===== src/design/cpvd_pkg.sv =====
// Package for the channel-state presence detector.
// Holds widths, defaults, register indices and reset values; no dependencies.
package cpvd_pkg;
    localparam int WINDOW_DEF    = 50;
    localparam int MAX_PAIRS_DEF = 30;
    localparam int THR_W         = 23;
    localparam int MINE_W        = 6;
    localparam int AMP_W         = 16;
    localparam int CFG_IDX_W     = 1;
    localparam logic [CFG_IDX_W-1:0] REG_THRESHOLD   = 1'b0;
    localparam logic [CFG_IDX_W-1:0] REG_MIN_ENTRIES = 1'b1;
    localparam logic [THR_W-1:0]  THRESHOLD_RESET = 23'd1280;
    localparam logic [MINE_W-1:0] MIN_ENTRIES_RESET = 6'd10;
endpackage


===== src/design/cpvd_ram.sv =====
// Generic single-port-write, single-read RAM with registered read.
// No dependencies.
module cpvd_ram #(
    parameter int WIDTH = 16,
    parameter int DEPTH = 50
) (
    input  logic                     clk,
    input  logic                     we,
    input  logic [$clog2(DEPTH)-1:0] waddr,
    input  logic [WIDTH-1:0]         wdata,
    input  logic [$clog2(DEPTH)-1:0] raddr,
    output logic [WIDTH-1:0]         rdata
);
    logic [WIDTH-1:0] mem [DEPTH];

    // Write port and registered read port
    always_ff @(posedge clk)
    begin
        if (we)
        begin
            mem[waddr] <= wdata;
        end
        rdata <= mem[raddr];
    end
endmodule


===== src/design/cpvd_divider.sv =====
// Restoring divider: one quotient bit per cycle.
// No dependencies.
module cpvd_divider #(
    parameter int NW = 64,
    parameter int DW = 32
) (
    input  logic          clk,
    input  logic          rst_n,
    input  logic          start,
    input  logic [NW-1:0] num,
    input  logic [DW-1:0] den,
    output logic          done,
    output logic [NW-1:0] quot
);
    localparam int CW = $clog2(NW + 1);

    logic [NW-1:0] q_reg;
    logic [DW:0]   rem_reg;
    logic [DW-1:0] den_reg;
    logic [CW-1:0] cnt_reg;
    logic          busy_reg;
    logic          done_reg;
    logic [DW:0]   trial;

    assign trial = {rem_reg[DW-1:0], q_reg[NW-1]};
    assign quot  = q_reg;
    assign done  = done_reg;

    // Shift one numerator bit in and trial-subtract each cycle
    always_ff @(posedge clk or negedge rst_n)
    begin
        if (!rst_n)
        begin
            busy_reg <= 1'b0;
            done_reg <= 1'b0;
            cnt_reg  <= '0;
        end
        else if (start)
        begin
            busy_reg <= 1'b1;
            done_reg <= 1'b0;
            cnt_reg  <= CW'(NW);
            q_reg    <= num;
            rem_reg  <= '0;
            den_reg  <= den;
        end
        else if (busy_reg)
        begin
            if (trial >= {1'b0, den_reg})
            begin
                rem_reg <= trial - {1'b0, den_reg};
                q_reg   <= {q_reg[NW-2:0], 1'b1};
            end
            else
            begin
                rem_reg <= trial;
                q_reg   <= {q_reg[NW-2:0], 1'b0};
            end
            cnt_reg  <= cnt_reg - CW'(1);
            // Flag the quotient as final together with the last step
            done_reg <= (cnt_reg == CW'(1));
            if (cnt_reg == CW'(1))
            begin
                busy_reg <= 1'b0;
            end
        end
        else
        begin
            done_reg <= 1'b0;
        end
    end
endmodule


===== src/design/csi_presence_variance_detector.sv =====
// Presence detector on CSI amplitude spread. One I/Q pair is taken per item;
// each pair's magnitude comes from a bit-serial square root of 16 steps. A final
// pair of a packet with two or more pairs also runs a mean division, writes the
// amplitude ring, walks the ring once through the single RAM read port, and runs
// one 46-step variance division (skipped while too few entries are stored); a
// pending result may also wait for out_ready. The block is not ready while any
// of this work runs. The ring needs no clearing pass.
// Depends on cpvd_pkg, cpvd_ram and cpvd_divider.
module csi_presence_variance_detector #(
    parameter int WINDOW    = cpvd_pkg::WINDOW_DEF,
    parameter int MAX_PAIRS = cpvd_pkg::MAX_PAIRS_DEF
) (
    input  logic                           clk,
    input  logic                           rst_n,
    input  logic                           cfg_we,
    input  logic [cpvd_pkg::CFG_IDX_W-1:0] cfg_index,
    input  logic [cpvd_pkg::THR_W-1:0]     cfg_data,
    input  logic                           in_valid,
    output logic                           in_ready,
    input  logic signed [7:0]              in_phase,
    input  logic signed [7:0]              quadrature,
    input  logic                           last_pair,
    output logic                           out_valid,
    input  logic                           out_ready,
    output logic [22:0]                    variance,
    output logic                           presence,
    output logic [5:0]                     window_fill
);
    import cpvd_pkg::*;

    localparam int AW  = $clog2(WINDOW);
    localparam int FW  = $clog2(WINDOW + 1);
    localparam int PW  = $clog2(MAX_PAIRS + 1);
    localparam int MSW = AMP_W + PW;
    localparam int SW  = AMP_W + FW;
    localparam int TW  = 2 * AMP_W + FW;
    localparam int NW  = 2 * SW + 2;
    localparam int DW  = 2 * FW + 8;

    localparam logic [3:0] ST_IDLE = 4'd0;
    localparam logic [3:0] ST_SQRT = 4'd1;
    localparam logic [3:0] ST_MEAN = 4'd2;
    localparam logic [3:0] ST_MWAIT = 4'd3;
    localparam logic [3:0] ST_WRITE = 4'd4;
    localparam logic [3:0] ST_WALK = 4'd5;
    localparam logic [3:0] ST_SQ = 4'd6;
    localparam logic [3:0] ST_VAR = 4'd7;
    localparam logic [3:0] ST_VWAIT = 4'd8;
    localparam logic [3:0] ST_OUT = 4'd9;

    logic [3:0]        state_reg;
    logic [THR_W-1:0]  thr_reg;
    logic [MINE_W-1:0] mine_reg;
    logic [AW-1:0]     slot_reg;
    logic [FW-1:0]     fill_reg;
    logic [PW-1:0]     pcnt_reg;
    logic [MSW-1:0]    msum_reg;
    logic              last_reg;
    // Square root registers: 32-bit radicand, 16-bit root
    logic [31:0]       rad_reg;
    logic [16:0]       rem_reg;
    logic [15:0]       root_reg;
    logic [3:0]        sstep_reg;
    // Ring walk
    logic [AW-1:0]     raddr_reg;
    logic [FW-1:0]     rcnt_reg;
    logic              rvld_reg;
    logic [SW-1:0]     s_reg;
    logic [TW-1:0]     t_reg;
    logic [AMP_W-1:0]  mean_reg;
    logic [NW-1:0]     num_reg;
    logic [22:0]       var_reg;
    // Result item held for the output side
    logic [22:0]       var_out_reg;
    logic [5:0]        fill_out_reg;
    logic              pres_reg;
    logic              ovld_reg;

    logic [AMP_W-1:0]  rdata;
    logic              dv_start;
    logic [NW-1:0]     dv_num;
    logic [DW-1:0]     dv_den;
    logic              dv_done;
    logic [NW-1:0]     dv_quot;
    logic [18:0]       sq_trial;
    logic [18:0]       sq_sub;
    logic [15:0]       energy;
    logic [2*AMP_W-1:0] a_sq;
    logic              enough;
    logic [FW-1:0]     fill_new;

    assign in_ready    = (state_reg == ST_IDLE);
    assign out_valid   = ovld_reg;
    assign variance    = var_out_reg;
    assign presence    = pres_reg;
    assign window_fill = fill_out_reg;

    assign energy   = 16'($signed(in_phase) * $signed(in_phase))
                    + 16'($signed(quadrature) * $signed(quadrature));
    assign sq_trial = {rem_reg, rad_reg[31:30]};
    assign sq_sub   = {1'b0, root_reg, 2'b01};
    assign a_sq     = rdata * rdata;
    assign enough   = (fill_reg != '0) && (32'(fill_reg) >= 32'(mine_reg));
    assign fill_new = (fill_reg < FW'(WINDOW)) ? fill_reg + FW'(1) : fill_reg;

    // Shared divider: mean, then variance
    assign dv_start = (state_reg == ST_MEAN) || (state_reg == ST_VAR);
    assign dv_num   = (state_reg == ST_MEAN) ? NW'(msum_reg) : num_reg;
    assign dv_den   = (state_reg == ST_MEAN) ? DW'(pcnt_reg)
                    : DW'({(2 * FW)'(fill_reg) * (2 * FW)'(fill_reg), 8'd0});

    cpvd_divider #(.NW(NW), .DW(DW)) u_div (
        .clk   (clk),
        .rst_n (rst_n),
        .start (dv_start),
        .num   (dv_num),
        .den   (dv_den),
        .done  (dv_done),
        .quot  (dv_quot)
    );

    cpvd_ram #(.WIDTH(AMP_W), .DEPTH(WINDOW)) u_ring (
        .clk   (clk),
        .we    (state_reg == ST_WRITE),
        .waddr (slot_reg),
        .wdata (mean_reg),
        .raddr (raddr_reg),
        .rdata (rdata)
    );

    // Configuration writes
    always_ff @(posedge clk or negedge rst_n)
    begin
        if (!rst_n)
        begin
            thr_reg  <= THRESHOLD_RESET;
            mine_reg <= MIN_ENTRIES_RESET;
        end
        else if (cfg_we)
        begin
            case (cfg_index)
                REG_THRESHOLD:   thr_reg  <= cfg_data;
                REG_MIN_ENTRIES: mine_reg <= cfg_data[MINE_W-1:0];
                default: ;
            endcase
        end
    end

    // Sequencer
    always_ff @(posedge clk or negedge rst_n)
    begin
        if (!rst_n)
        begin
            state_reg <= ST_IDLE;
            slot_reg  <= '0;
            fill_reg  <= '0;
            pcnt_reg  <= '0;
            msum_reg  <= '0;
            ovld_reg  <= 1'b0;
            rvld_reg  <= 1'b0;
        end
        else
        begin
            if (ovld_reg && out_ready && (state_reg != ST_OUT))
            begin
                ovld_reg <= 1'b0;
            end
            case (state_reg)
                ST_IDLE:
                begin
                    if (in_valid)
                    begin
                        last_reg  <= last_pair;
                        rad_reg   <= {energy, 16'd0};
                        rem_reg   <= '0;
                        root_reg  <= '0;
                        sstep_reg <= '0;
                        state_reg <= ST_SQRT;
                    end
                end
                ST_SQRT:
                begin
                    // One root bit per cycle, 16 bits; the last step accumulates
                    if (sstep_reg == 4'd15)
                    begin
                        if (pcnt_reg < PW'(MAX_PAIRS))
                        begin
                            msum_reg <= msum_reg + MSW'((sq_trial >= sq_sub)
                                        ? {root_reg[14:0], 1'b1} : {root_reg[14:0], 1'b0});
                            pcnt_reg <= pcnt_reg + PW'(1);
                        end
                        if (!last_reg)
                        begin
                            state_reg <= ST_IDLE;
                        end
                        else
                        begin
                            state_reg <= ST_MEAN;
                        end
                    end
                    if (sq_trial >= sq_sub)
                    begin
                        rem_reg  <= 17'(sq_trial - sq_sub);
                        root_reg <= {root_reg[14:0], 1'b1};
                    end
                    else
                    begin
                        rem_reg  <= 17'(sq_trial);
                        root_reg <= {root_reg[14:0], 1'b0};
                    end
                    rad_reg   <= {rad_reg[29:0], 2'b00};
                    sstep_reg <= sstep_reg + 4'd1;
                end
                ST_MEAN:
                begin
                    // Drop short packets
                    if (pcnt_reg < PW'(2))
                    begin
                        pcnt_reg  <= '0;
                        msum_reg  <= '0;
                        state_reg <= ST_IDLE;
                    end
                    else
                    begin
                        state_reg <= ST_MWAIT;
                    end
                end
                ST_MWAIT:
                begin
                    if (dv_done)
                    begin
                        mean_reg  <= AMP_W'(dv_quot);
                        pcnt_reg  <= '0;
                        msum_reg  <= '0;
                        state_reg <= ST_WRITE;
                    end
                end
                ST_WRITE:
                begin
                    slot_reg  <= (slot_reg == AW'(WINDOW - 1)) ? '0 : slot_reg + AW'(1);
                    fill_reg  <= fill_new;
                    raddr_reg <= '0;
                    rcnt_reg  <= '0;
                    rvld_reg  <= 1'b0;
                    s_reg     <= '0;
                    t_reg     <= '0;
                    state_reg <= ST_WALK;
                end
                ST_WALK:
                begin
                    // Issue one read per cycle; accumulate the previous read
                    if (rvld_reg)
                    begin
                        s_reg <= s_reg + SW'(rdata);
                        t_reg <= t_reg + TW'(a_sq);
                    end
                    if (rcnt_reg < fill_reg)
                    begin
                        raddr_reg <= AW'(rcnt_reg);
                        rcnt_reg  <= rcnt_reg + FW'(1);
                        rvld_reg  <= (rcnt_reg != '0);
                    end
                    else
                    begin
                        // The read of the last entry lands next cycle
                        rvld_reg  <= 1'b1;
                        state_reg <= ST_SQ;
                    end
                end
                ST_SQ:
                begin
                    if (rvld_reg)
                    begin
                        s_reg    <= s_reg + SW'(rdata);
                        t_reg    <= t_reg + TW'(a_sq);
                        rvld_reg <= 1'b0;
                    end
                    else
                    begin
                        num_reg   <= NW'(fill_reg * t_reg) - NW'(s_reg * s_reg);
                        state_reg <= enough ? ST_VAR : ST_OUT;
                        if (!enough)
                        begin
                            var_reg <= '0;
                        end
                    end
                end
                ST_VAR:
                begin
                    state_reg <= ST_VWAIT;
                end
                ST_VWAIT:
                begin
                    if (dv_done)
                    begin
                        var_reg   <= (dv_quot > NW'(23'h7FFFFF)) ? 23'h7FFFFF : 23'(dv_quot);
                        state_reg <= ST_OUT;
                    end
                end
                ST_OUT:
                begin
                    if (!ovld_reg || out_ready)
                    begin
                        var_out_reg  <= var_reg;
                        fill_out_reg <= 6'(fill_reg);
                        pres_reg     <= (var_reg > thr_reg);
                        ovld_reg     <= 1'b1;
                        state_reg    <= ST_IDLE;
                    end
                end
                default: state_reg <= ST_IDLE;
            endcase
        end
    end
endmodule


===== config.mk =====
export PLATFORM = sky130hd
export DESIGN_NAME = csi_presence_variance_detector
export DESIGN_NICKNAME = d
export VERILOG_FILES = /design/src/design/cpvd_pkg.sv /design/src/design/cpvd_ram.sv /design/src/design/cpvd_divider.sv /design/src/design/csi_presence_variance_detector.sv
export SDC_FILE = /design/constraint.sdc
export NUM_CORES = 2
export LEC_CHECK = 0
export BUFFER_PORTS_ARGS = -buffer_cell sky130_fd_sc_hd__buf_2
export CAP_MARGIN = 20
export CORE_ASPECT_RATIO = 0.75
export CORE_MARGIN = 2
export CORE_UTILIZATION = 40
export CTS_CLUSTER_DIAMETER = 150
export DETAILED_ROUTE_END_ITERATION = 10
export HOLD_SLACK_MARGIN = 0.03
export PLACE_DENSITY = 0.57
export SLEW_MARGIN = 20
export SYNTH_ARGS = -nofsm -noshare
export SYNTH_HDL_FRONTEND = slang
export SYNTH_SLANG_ARGS = --single-unit

===== constraint.sdc =====
create_clock -name clk -period 10.83 [get_ports clk]
set_clock_uncertainty 0.2 [all_clocks]
set_input_delay 1.6245 -clock clk [delete_from_list [all_inputs] [get_ports clk]]
set_output_delay 1.6245 -clock clk [all_outputs]
set_load 0.005 [all_outputs]

Word-level counts from Yosys, hierarchy flattened
Memories as Yosys holds them, arrays and structs flattened. A register that Yosys moved wholly into a read port is not among the register bits.
Index checks and enable logic that the tools add are counted.
{ "op_classes": {"multipliers": 6, "muxes": 66, "div": 0, "reduce_logical": 33, "eq_ne": 25, "n_addsub": 13, "magnitude_cmp": 9, "bitwise": 2, "shifts": 0} }
{ "op_table": {"columns": ["op", "count"], "rows": [
  ["46-bit 2-to-1 mux", 3],
  ["21-bit 2-to-1 mux", 6],
  ["23-bit 2-to-1 mux", 4],
  ["38-bit one-hot mux with 2 select lines", 1],
  ["32-bit one-hot mux with 2 select lines", 1],
  ["21-bit one-hot mux with 3 select lines", 1],
  ["46-bit by 23-bit greater-than comparator with 1-bit output, second input constant", 1],
  ["23-bit one-hot mux with 2 select lines", 1],
  ["44-bit by 44-bit subtractor with 45-bit output", 1],
  ["22-bit by 22-bit multiplier with 44-bit output", 1],
  ["6-bit by 38-bit multiplier with 44-bit output", 1],
  ["22-bit one-hot mux with 2 select lines", 1],
  ["4-bit one-hot mux with 10 select lines", 1],
  ["38-bit by 32-bit adder with 38-bit output", 1],
  ["38-bit 2-to-1 mux", 1],
  ["4-bit 2-to-1 mux", 9],
  ["17-bit 2-to-1 mux", 2],
  ["17-bit one-hot mux with 2 select lines", 1],
  ["16-bit by 16-bit multiplier with 32-bit output", 1],
  ["8-bit by 8-bit multiplier with 16-bit output", 2],
  ["32-bit 2-to-1 mux", 1],
  ["16-bit one-hot mux with 2 select lines", 1],
  ["6-bit 2-to-1 mux", 5],
  ["6-bit one-hot mux with 2 select lines", 2],
  ["other kinds (48)", 105]
]} }
{ "word_totals": {"out_inout_bits": 32, "rom_bits": 0, "n_memories": 1, "regBits": 425, "in_bits": 46, "latchBits": 0, "ram_bits": 800} }
{ "memory_table": {"columns": ["name", "words", "width", "read_ports", "rd_ports_with_merged_regs", "write_ports", "line", "source"], "rows": [
  ["u_ring.mem", 50, 16, 1, 1, 1, "cpvd_ram.sv:14", "logic [WIDTH-1:0] mem [DEPTH];"]
]} }

Logic depth before layout (Yosys ltp)
{ "logic_depth": {"word_depth": 6, "mapped_depth": 27} }

Hierarchy
A second synthesis with hierarchy kept.
{ "hier_totals": {"cells_unflattened": 7325, "area_unflattened_um2": 86803.3} }
{ "modules_own_cells": {"columns": ["mod", "cells_each", "n_inst", "seq_area_each_um2", "area_each_um2"], "rows": [
  ["csi_presence_variance_detector", 5225, 1, 9038.7, 49995.4],
  ["cpvd_ram", 1679, 1, 24343.3, 31621.6],
  ["cpvd_divider", 421, 1, 2782.7, 5186.2]
]} }

Least setup slack after synthesis
Ideal clock, no wire load.
{ "synth_path": {"kind": "reg2reg", "from": "reg fill_reg[1]", "to": "reg num_reg[43], data pin", "arrival_time_ns": 6.923, "setup_ns": 0.274, "period_less_slack_ns": 7.397, "t_required_ns": 10.356, "setup_slack_ns": 3.433, "path_stages_with_launch": 26, "path_cell_list": "dfrtp_1 -> clkbuf_1 -> clkbuf_1 -> nand2_1 -> fa_1 -> inv_1 -> fa_1 -> fa_1 -> inv_1 -> fa_1 -> inv_1 -> fa_1 -> fa_1 -> inv_1 -> fa_1 -> inv_1 -> ha_1 -> a21o_1 -> a21o_1 -> a221oi_1 -> o21ai_0 -> a311oi_2 -> o221ai_1 -> a21oi_2 -> o41ai_1 -> xor2_1"} }
{ "synth_between": {"elab_chain_cells": 2} }
{ "synth_lines": {"columns": ["element", "line", "source"], "rows": [
  ["start, declared", "csi_presence_variance_detector.sv:55", "logic [FW-1:0] fill_reg;"],
  ["start signal, assigned", "csi_presence_variance_detector.sv:241", "fill_reg <= fill_new;"],
  ["6-bit by 38-bit multiplier with 44-bit output", "csi_presence_variance_detector.sv:280", "num_reg <= NW'(fill_reg * t_reg) - NW'(s_reg * s_reg);"],
  ["44-bit by 44-bit subtractor with 45-bit output", "csi_presence_variance_detector.sv:280", null],
  ["end signal, assigned", "csi_presence_variance_detector.sv:280", null],
  ["end, declared", "csi_presence_variance_detector.sv:71", "logic [NW-1:0] num_reg;"]
]} }
No other way between the ends.
A chain may end at the register's enable or synchronous reset.

Worst setup path after layout
{ "layout_path": {"from": "reg s_reg[8]", "to": "reg num_reg[43], data pin"} }
{ "layout_between": {"elab_chain_cells": 2} }
{ "layout_lines": {"columns": ["element", "line", "source"], "rows": [
  ["start, declared", "csi_presence_variance_detector.sv:68", "logic [SW-1:0] s_reg;"],
  ["start signal, assigned", "csi_presence_variance_detector.sv:254", "s_reg <= s_reg + SW'(rdata);"],
  ["start signal, assigned", "csi_presence_variance_detector.sv:274", "s_reg <= s_reg + SW'(rdata);"],
  ["22-bit by 22-bit multiplier with 44-bit output", "csi_presence_variance_detector.sv:280", null],
  ["44-bit by 44-bit subtractor with 45-bit output", "csi_presence_variance_detector.sv:280", null]
]} }
No other way between the ends.

==> flow_summary.json <==
{
  "run_status": "finished clean",
  "slew_headroom": 0.211,
  "grt-ovfl-total": 0,
  "count_of_cells_resized_by_post_cts_repair": 0,
  "max_stage_delay_ns": 1.03,
  "drt-pass1-iter-count": 6,
  "tritoncts": "done",
  "routed_vias": 51700,
  "synth_most_common_cell": "sky130_fd_sc_hd__inv_1",
  "critical_path.reg2reg.endpoint": "num_reg[43]",
  "synth_area_leader_cell": "sky130_fd_sc_hd__edfxtp_1",
  "max-clock-path-buffers": 3,
  "critical_path_class": "register to register",
  "flow.area_growth_from_synthesis_pct": 9.97,
  "design.final.nets": 8443,
  "max-cap-violations": 0,
  "report.final.hold_viol_count": 0,
  "first_global_vias": 53400,
  "pin_slew_with_the_least_headroom_to_its_limit_ns": 1.18,
  "clock_tree_sinks": 1219,
  "cp_max_fo": 21,
  "clk_transition_reported_paths_ns": 0.06,
  "yosys_most_used_dff": "sky130_fd_sc_hd__edfxtp_1",
  "fmax_mhz": 113,
  "critical_path.startpoint": "s_reg[8]",
  "cts_root_buf": "sky130_fd_sc_hd__clkbuf_16",
  "yosys-top-cells-count": "1398 x sky130_fd_sc_hd__inv_1, 1122 x sky130_fd_sc_hd__edfxtp_1, 913 x sky130_fd_sc_hd__fa_1",
  "timing.hold.worst.class": "register to register",
  "crit_required_ns": 11.13,
  "synthesis.nets": 8329,
  "endpoint_of_the_most_critical_setup_path": "num_reg[43]",
  "r2r-start": "s_reg[8]",
  "synth_enable_flop_cells": 1122,
  "drive_gt1_frac": 0.105,
  "synth.yosys.warnings": 0,
  "postCtsSetupBuffers": 0,
  "synth_area_per_cell_um2": 12.4,
  "final_period_minus_worst_setup_slack_ns": 8.82,
  "place_congestion": 0.877,
  "postCtsHoldBufs": 0,
  "ys_async_sr_fraction": 0.0664,
  "htree_num_levels": 4,
  "x_dimension_of_the_die_um": 538,
  "buffer_ports.inserted": 77,
  "largest_reg_flops": 800,
  "slew_violations": 0,
  "placementRows": 146,
  "ant_nets": 0,
  "timing.critical_path.to_type": "register",
  "critical_path.cell_chain": "inv_1 -> nor2_1 -> fa_1 -> fa_1 -> inv_1 -> fa_1 -> fa_1 -> fa_1 -> fa_1 -> inv_1 -> fa_1 -> inv_1 -> ha_1 -> a21o_1 -> a21o_1 -> a221oi_1 -> o21ai_0 -> a311oi_2 -> o221ai_1 -> a21oi_2 -> o41ai_1 -> xor2_1",
  "starting_utilization_of_the_core_area": 0.403,
  "yosysSeqAreaShare": 0.422,
  "grt_setup_unrepaired": "no",
  "netlist_top_cells_area": "sky130_fd_sc_hd__edfxtp_1 39%, sky130_fd_sc_hd__fa_1 21%, sky130_fd_sc_hd__ha_1 7.0%",
  "top_family_by_delay_on_critical_path": "adder cells",
  "grt_pass1_wl_um": 330000,
  "synthDistinctLibCells": 92,
  "fin_crit_sh": 0.814,
  "design.die.area_um2": 217000,
  "post_drt_wl_per_cell_um": 21.5,
  "r2r.worst_path.cells": 22,
  "cts_buf_count": 131,
  "totalNegativeSetupSlack_ns": 0,
  "via_per_inst": 5.21,
  "arrival_worst_endpoint_ns": 9.12,
  "worstSkewPairLatency_ns": 0.79,
  "synth_top_area_frac": 0.394,
  "timing.critical_path.from_type": "register",
  "syn-instance-count": 6892,
  "floorplan.die.height_um": 404,
  "synthesized_cell_area_um2": 85400,
  "number_of_antenna_violations_at_the_first_check_in_global_routing": 15,
  "route.detailed.drc": 0,
  "critical_path.n_buffers_inverters": 4,
  "detail_route.iter0.violations": 4773,
  "io_pins": 78,
  "ff2ff_setup_slack_ns": 2.01,
  "postRouteWirelength_um": 213000,
  "maximum_number_of_pins_on_one_net_before_global_route_repair": 124,
  "gr-usage-all-layers": 0.201,
  "path_depth": 22,
  "final_hpwl_dp_um": 155000,
  "number_of_flip_flops_and_latches_in_the_synthesized_netlist": 1219,
  "cp_most_frequent_cell": "sky130_fd_sc_hd__fa_1",
  "core_um2": 212000,
  "master_of_the_slowest_instance_on_the_critical_path": "sky130_fd_sc_hd__edfxtp_1",
  "setup_viol": 0
}
-- metal layers --
layer | up-vias | routed length (um) | track usage
met5 | - | 30 | 0
met4 | 4 | 3590 | 0.0382
met3 | 215 | 15500 | 0.0352
met2 | 1662 | 92100 | 0.294
met1 | 26700 | 102000 | 0.313
li1 | 23100 | - | -
-- worst register-to-register path: cells and delay by family, from the launching register on --
family,cells,cell delay [ns]
fa+ha+maj,8,3.86
compound gates,8,2.42
flops,1,1.03
buf+inv,4,0.57
simple gates,1,0.31
xor+xnor,1,0.16
-- cells by family (layout without fill, tap and decap cells) --
kind of cell               Yosys count  count (layout)  synth area share
AOI/OAI and AO/OA                  670             670            0.0516
xor gates and xnor gates           172             172            0.0176
adders and majority gates         1391            1391             0.284
buffers and inverters             1638            1858            0.0724
DFF                               1219            1219             0.422
muxes                              293             293            0.0722
other                                0               1                 0
and+or+nand+nor                   1509            1509            0.0803
-- worst min path at each step --
stage | cells after the start | endpoint | slack [ns] | from
2_1_floorplan | 0 | variance[0] | 0.23 | var_reg[0]
3_3_place_gp | 0 | variance[5] | 0.25 | var_reg[5]
3_5_place_dp | 0 | variance[5] | 0.25 | var_reg[5]
4_1_cts | 0 | variance[5] | 0.27 | var_reg[5]
5_1_grt | 0 | variance[5] | 0.28 | var_reg[5]
6_report | 0 | variance[5] | 0.26 | var_reg[5]
-- final cells by class --
type | instances | area, um^2
fillers | 19300 | 118000
multi-input cells | 4035 | 43300
flip-flops and latches | 1219 | 36000
inverters | 1403 | 5270
clock buffers | 173 | 3560
well taps | 2812 | 3520
repair buffers | 216 | 1510
clock inverters | 66 | 791
diodes | 1 | 2.50
-- metrics by stage --
step	std cells	hold slack [ns]	utilization	area, um^2	setup WS [ns]
final	9925	0.264	0.444	93900	2.01
after global routing	9924	0.279	0.444	93900	1.74
after CTS	9922	0.266	0.443	93900	2.11
after detailed placement	9683	0.253	0.423	89500	2.14
after global placement	9683	0.246	0.423	89500	2.26
after floorplan	6892	0.226	-	85400	3.43
-- cell usage in the layout, fill, tap and decap left out, drive strengths merged, types with 15 or more instances in the layout --
master	n
a211oi	29
a21o	91
a21oi	176
a22oi	22
a31oi	17
and2	191
and3	23
buf	216
clkbuf	173
clkinv	53
dfrtp	77
dfxtp	16
edfxtp	1122
fa	913
ha	478
inv	1404
mux2	25
mux4	256
nand2	674
nand2b	30
nand3	51
nand4	25
nor2	330
nor2b	47
nor3	61
nor4	15
o21a	56
o21ai	142
o21bai	24
o31ai	17
or3	19
xnor2	112
xor2	60
Power is not shown: default switching activity piles up to over one toggle a cycle in this logic, so the estimate is an artifact.
